$ cat src/rtl/psc_pkg.sv
package psc_pkg;

	localparam int MAX_LIMIT = 65536;
	localparam int LIM_W     = $clog2(MAX_LIMIT + 1);
	localparam int MEM_DEPTH = MAX_LIMIT / 2;
	localparam int MEM_AW    = $clog2(MEM_DEPTH);
	localparam int SQ_W      = LIM_W + 2;
	localparam int J_W       = LIM_W + 1;
	localparam int CNT_W     = 13;

	typedef struct packed {
		logic load;
		logic clr_step;
		logic next_cand;
		logic mark_init;
		logic mark_step;
		logic count_init;
		logic count_step;
		logic emit;
	} psc_cmd_t;

	typedef struct packed {
		logic clr_last;
		logic cand_done;
		logic marked;
		logic mark_done;
		logic count_done;
	} psc_status_t;

endpackage

$ cat src/rtl/psc_ctrl.sv
module psc_ctrl (
	input  logic                 clk,
	input  logic                 arst_n,
	input  logic                 start,
	input  psc_pkg::psc_status_t status,
	output psc_pkg::psc_cmd_t    cmd,
	output logic                 busy
);

	typedef enum logic [2:0] {
		ST_CLEAR,
		ST_IDLE,
		ST_CAND,
		ST_CHECK,
		ST_MARK,
		ST_COUNT,
		ST_DRAIN
	} state_t;

	state_t state_q;
	state_t state_nxt;

	always_comb begin
		cmd       = '0;
		state_nxt = state_q;
		unique case (state_q)
			ST_CLEAR: begin
				cmd.clr_step = 1'b1;
				if (status.clr_last) begin
					state_nxt = ST_IDLE;
				end
			end
			ST_IDLE: begin
				if (start) begin
					cmd.load  = 1'b1;
					state_nxt = ST_CAND;
				end
			end
			ST_CAND: begin
				if (status.cand_done) begin
					cmd.count_init = 1'b1;
					state_nxt      = ST_COUNT;
				end else begin
					state_nxt = ST_CHECK;
				end
			end
			ST_CHECK: begin
				if (status.marked) begin
					cmd.next_cand = 1'b1;
					state_nxt     = ST_CAND;
				end else begin
					cmd.mark_init = 1'b1;
					state_nxt     = ST_MARK;
				end
			end
			ST_MARK: begin
				if (status.mark_done) begin
					cmd.next_cand = 1'b1;
					state_nxt     = ST_CAND;
				end else begin
					cmd.mark_step = 1'b1;
				end
			end
			ST_COUNT: begin
				// the count walk also clears every entry it reads
				if (status.count_done) begin
					state_nxt = ST_DRAIN;
				end else begin
					cmd.count_step = 1'b1;
				end
			end
			ST_DRAIN: begin
				cmd.emit  = 1'b1;
				state_nxt = ST_IDLE;
			end
			default: begin
				state_nxt = ST_CLEAR;
			end
		endcase
	end

	always_ff @(posedge clk or negedge arst_n) begin
		if (!arst_n) begin
			state_q <= ST_CLEAR;
		end else begin
			state_q <= state_nxt;
		end
	end

	assign busy = (state_q != ST_IDLE);

endmodule

$ cat config.mk
export PLATFORM = sky130hd
export DESIGN_NAME = psc_ctrl
export DESIGN_NICKNAME = d
export VERILOG_FILES = /design/src/rtl/psc_pkg.sv /design/src/rtl/psc_ctrl.sv
export SDC_FILE = /design/constraint.sdc
export NUM_CORES = 1
export LEC_CHECK = 0
export BUFFER_PORTS_ARGS = -buffer_cell sky130_fd_sc_hd__buf_2
export CELL_PAD_IN_SITES_DETAIL_PLACEMENT = 1
export CELL_PAD_IN_SITES_GLOBAL_PLACEMENT = 2
export CORE_MARGIN = 3
export CORE_UTILIZATION = 21
export CTS_CLUSTER_SIZE = 16
export DETAILED_ROUTE_END_ITERATION = 10
export PLACE_DENSITY = 0.73
export SYNTH_ARGS = -nofsm -noshare
export SYNTH_HDL_FRONTEND = slang
export SYNTH_SLANG_ARGS = --single-unit
$ cat constraint.sdc
create_clock -name clk -period 1.9 [get_ports clk]
set_input_delay 0.57 -clock clk [delete_from_list [all_inputs] [get_ports clk]]
set_output_delay 0.57 -clock clk [all_outputs]
set_load 0.01 [all_outputs]
# Word-level counts from Yosys, hierarchy flattened
# Index checks and enable logic that the tools add are counted.
# W data, S select, Z words.
word_totals:
  regBits: 3
  out_inout_bits: 9
  inputBits: 8
op_classes:
  n_reduce_logical: 2
  eq_ne: 11
  n_mux: 22
op_table:
  columns: ["operator", "count"]
  rows:
  - ["$pmux W3 S7", 1]
  - ["$mux W3", 6]
  - ["$mux W1", 14]
  - ["$eq A3 B3 Y1 const B", 3]
  - ["$ne A2 B2 Y1 const B", 4]
  - ["$eq A3 B2 Y1 const B", 2]
  - ["$reduce_and A4 Y1", 1]
  - ["$eq A3 B1 Y1 const B", 1]
  - ["$logic_not A3 Y1", 1]
  - ["$ne A3 B1 Y1 const B", 1]
  - ["$pmux W1 S2", 1]

# Logic depth before layout (Yosys ltp)
depth:
  depth_word: 3
  mapped_depth: 4
  mapped_depth_nobuf: 3

# Worst setup path before layout
# OpenSTA, ideal clock, no wires.
synth_timing:
  path_type: "reg2out"
  from: "reg state_q[0]"
  to: "out cmd[5] (netlist bit)"
  required_time_ns: 1.330
  path_stages_with_launch: 4
  t_arrival_ns: 1.167
  path_slack_ns: 0.163
  path_cell_list: "dfrtp_1 buf_6 buf_2 o41ai_1"
synth_rtl:
  columns: ["element", "line", "text"]
  rows:
  - ["from (decl)", "psc_ctrl.sv:20", "state_t state_q;"]
  - ["from (signal assigned)", "psc_ctrl.sv:86", "state_q <= state_nxt;"]
  - ["to (decl)", "psc_ctrl.sv:6", "output psc_pkg::psc_cmd_t cmd,"]

==> flow_metrics.py <==
metrics = {
    "routing": {
        "drc": 0,
        "num_vias": 325,
        "wire_per_inst_um": 11.7,
        "antenna_violating_nets_post_route": 0,
        "drtPass1Iterations": 2,
        "wirelength_um": 804,
        "initialDrtViolationCount": 3,
        "via_per_inst": 4.71,
    },
    "timing": {
        "setup_violations": 0,
        "worst_slew_pin_slew_ns": 0.282,
        "setup_ws_ns": 0.0778,
        "report.final.hold_viol_count": 0,
        "fin_setup_tns_ns": 0,
        "shortest_clock_period_the_worst_path_allows_after_layout_ns": 1.82,
        "timing_max_transition_violations_final": 0,
        "tightest_slew_margin_relative_to_the_limit_pct": 81.2,
        "rsz0062_at_grt": "no",
        "finalCritPeriodShare_pct": 95.9,
        "final.setup_skew_ns": 0.000835,
        "fmax_mhz": 549,
    },
    "clocking": {
        "cts_setup_buffers": 0,
        "clk_pin_slew_worst_setup_hold_paths_ns": 0.04,
        "cts_buffers": 3,
        "tritoncts_clock_tree": "done",
        "max-clock-path-buffers": 2,
        "cts.htree.levels": 1,
        "cts.repair.resized": 2,
        "hold_buffers": 0,
        "clk-insertion-delay-late_ns": 0.24,
        "clock_root_buffer_master": "clkbuf_4",
        "clock-sinks": 3,
    },
    "floorplan": {
        "boundaryPins": 17,
        "overall_die_width_um": 43.3,
        "core-area_mm2": 0.00120,
        "placementRows": 12,
        "die_height_um": 43.3,
        "floorplan.die_area_mm2": 0.00187,
        "initial_utilization_pct": 24.3,
    },
    "setup_path": {
        "critical_path.endpoint_type": "output port",
        "setup_slack_reg_to_reg_ns": 0.56,
        "crit_required_ns": 1.33,
        "critical_path_arrival_ns": 1.25,
        "crit_path_start_kind": "flop",
        "path_cells": "o41ai_2 > buf_2",
        "cpPeakStageDelay_ns": 0.49,
        "timing_worst_setup_path_type": "reg -> out",
        "worst-path-max-fanout": 16,
        "timing.critical_path.slowest_stage_cell": "dfrtp_2",
    },
    "placement": {
        "routabilityCongestion": 0.660,
        "detailedPlace.worstSlack_ns": 0.212,
        "detailedPlacementHpwl_um": 586,
        "port_buffers": 16,
        "numPlacedInstances": 65,
    },
    "synth": {
        "synth_cell_type_count": 21,
        "mappedNetlistArea_um2": 292,
        "postSynthCellCount": 38,
        "net_count_after_synthesis": 46,
        "yosysSeqAreaShare_pct": 25.8,
        "synth_largest_area_cell": "dfrtp_1",
        "yosys_warnings": 0,
        "synth_area_per_cell_um2": 7.67,
        "synth.top_cell.area_share_pct": 25.8,
        "synthTopCellsByArea": "dfrtp_1, mux2i_1, nor3_1",
        "yosys_reg_bits": 3,
    },
    "global_route": {
        "initial_antenna_violation_count": 0,
        "grt_pass1_vias": 305,
        "grt_pass1_wl_mm": 1.31,
        "largest_net_degree_at_the_start_of_global_routing": 18,
        "globalRouteTotalUtil_pct": 9.12,
        "gr-total-overflow": 0,
    },
    "finish": {
        "top_register": "state_q",
        "finalNonFillerCells": 69,
        "largest_reg_flops": 3,
        "antenna_cells": 0,
        "drive_gt1_share_pct": 45.5,
        "final_nets": 64,
        "areaGrowthSynthToFinish_pct": 39.9,
        "layout_top_registers": "state_q: 3 flops",
        "commonest_cells_after_routing_fill_and_taps_aside": "buf_2, inv_1, nor2_1",
        "final_common_cell": "buf_2",
    },
    "worst_hold_path": {
        "worst_hold_path_type": "in -> async",
    },
    "flow_run": {
        "max_cap_violations": 0,
    },
    "power_and_ir_drop": {
        "power_per_unit_of_standard_cell_area_mw_per_mm2": 1450,
        "ir_drop_v": 0.000399,
        "p_leak_nw": 0.207,
    },
    "run_status": {
        "result_of_the_run": "complete, no violations",
    },
}
cells in the mapped netlist (all sizes together):
master and instances:
buf 3, and4 1, o221a 1, nor4bb 1, a21oi 2, or3b 1, nor2 4, nand4 1
nor3 3, o41ai 1, nor3b 1, and4bb 1, nand2 3, o21ai 2, nand3b 2, mux2i 2
clkbuf 1, inv 4, o22ai 1, dfrtp 3
path summary, 6_finish.rpt:
| path | startpoint | endpoint | cells past startpoint |
|---|---|---|---|
| setup reg to reg | state_q[0] | state_q[1] | 3 |
| min in group clk | status[4] | state_q[0] | 3 |
| max in group asynchronous | arst_n | state_q[0] | 1 |
| hold / removal | arst_n | state_q[1] | 1 |
| setup / recovery | state_q[1] | cmd[5] | 2 |
| hold reg to reg | state_q[2] | state_q[2] | 3 |
per-layer routing:
metal / up-vias / track usage (%) / wire length [um]
li1: 168 / - / -
met1: 143 / 12.9 / 401
met2: 12 / 11.8 / 334
met3: 2 / 2.54 / 54
met4: 0 / 5.42 / 14
met5: - / 0 / 0
kinds of logic after synthesis:
group	synth area share, %
flops	25.8
compound gates	15.9
simple gates	37.8
buf+inv	13.7
mux	6.87
metrics by stage:
stage / area, um2 / total power, mW / util [%] / hold WS, ns
2_1_floorplan: 292 / 0.392 / - / 0.274
3_3_place_gp: 372 / 0.469 / 30.9 / 0.369
3_5_place_dp: 372 / 0.469 / 30.9 / 0.368
4_1_cts: 400 / 0.592 / 33.3 / 0.116
5_1_grt: 408 / 0.643 / 34.0 / 0.117
6_report: 408 / 0.593 / 34.0 / 0.118
where the power goes:
part	switching, mW	internal (mW)
Sequential	0.0942	0.0978
Combinational	0.140	0.147
Clock	0.0355	0.0788
Total	0.270	0.323
area by class of cell:
class / count / area (um2)
fill: 165 / 793
multi-input combinational: 27 / 184
timing repair buffer: 17 / 87.6
sequential: 3 / 77.6
clock buffer: 4 / 26.3
tap: 14 / 17.5
inverter: 4 / 15.0
critical path: cells and delay by family (launching register included):
family,cells,cell delay (ns)
flops,1,0.49
compound gates,1,0.34
buf+inv,1,0.17
Power figures use the tool's default switching activity.
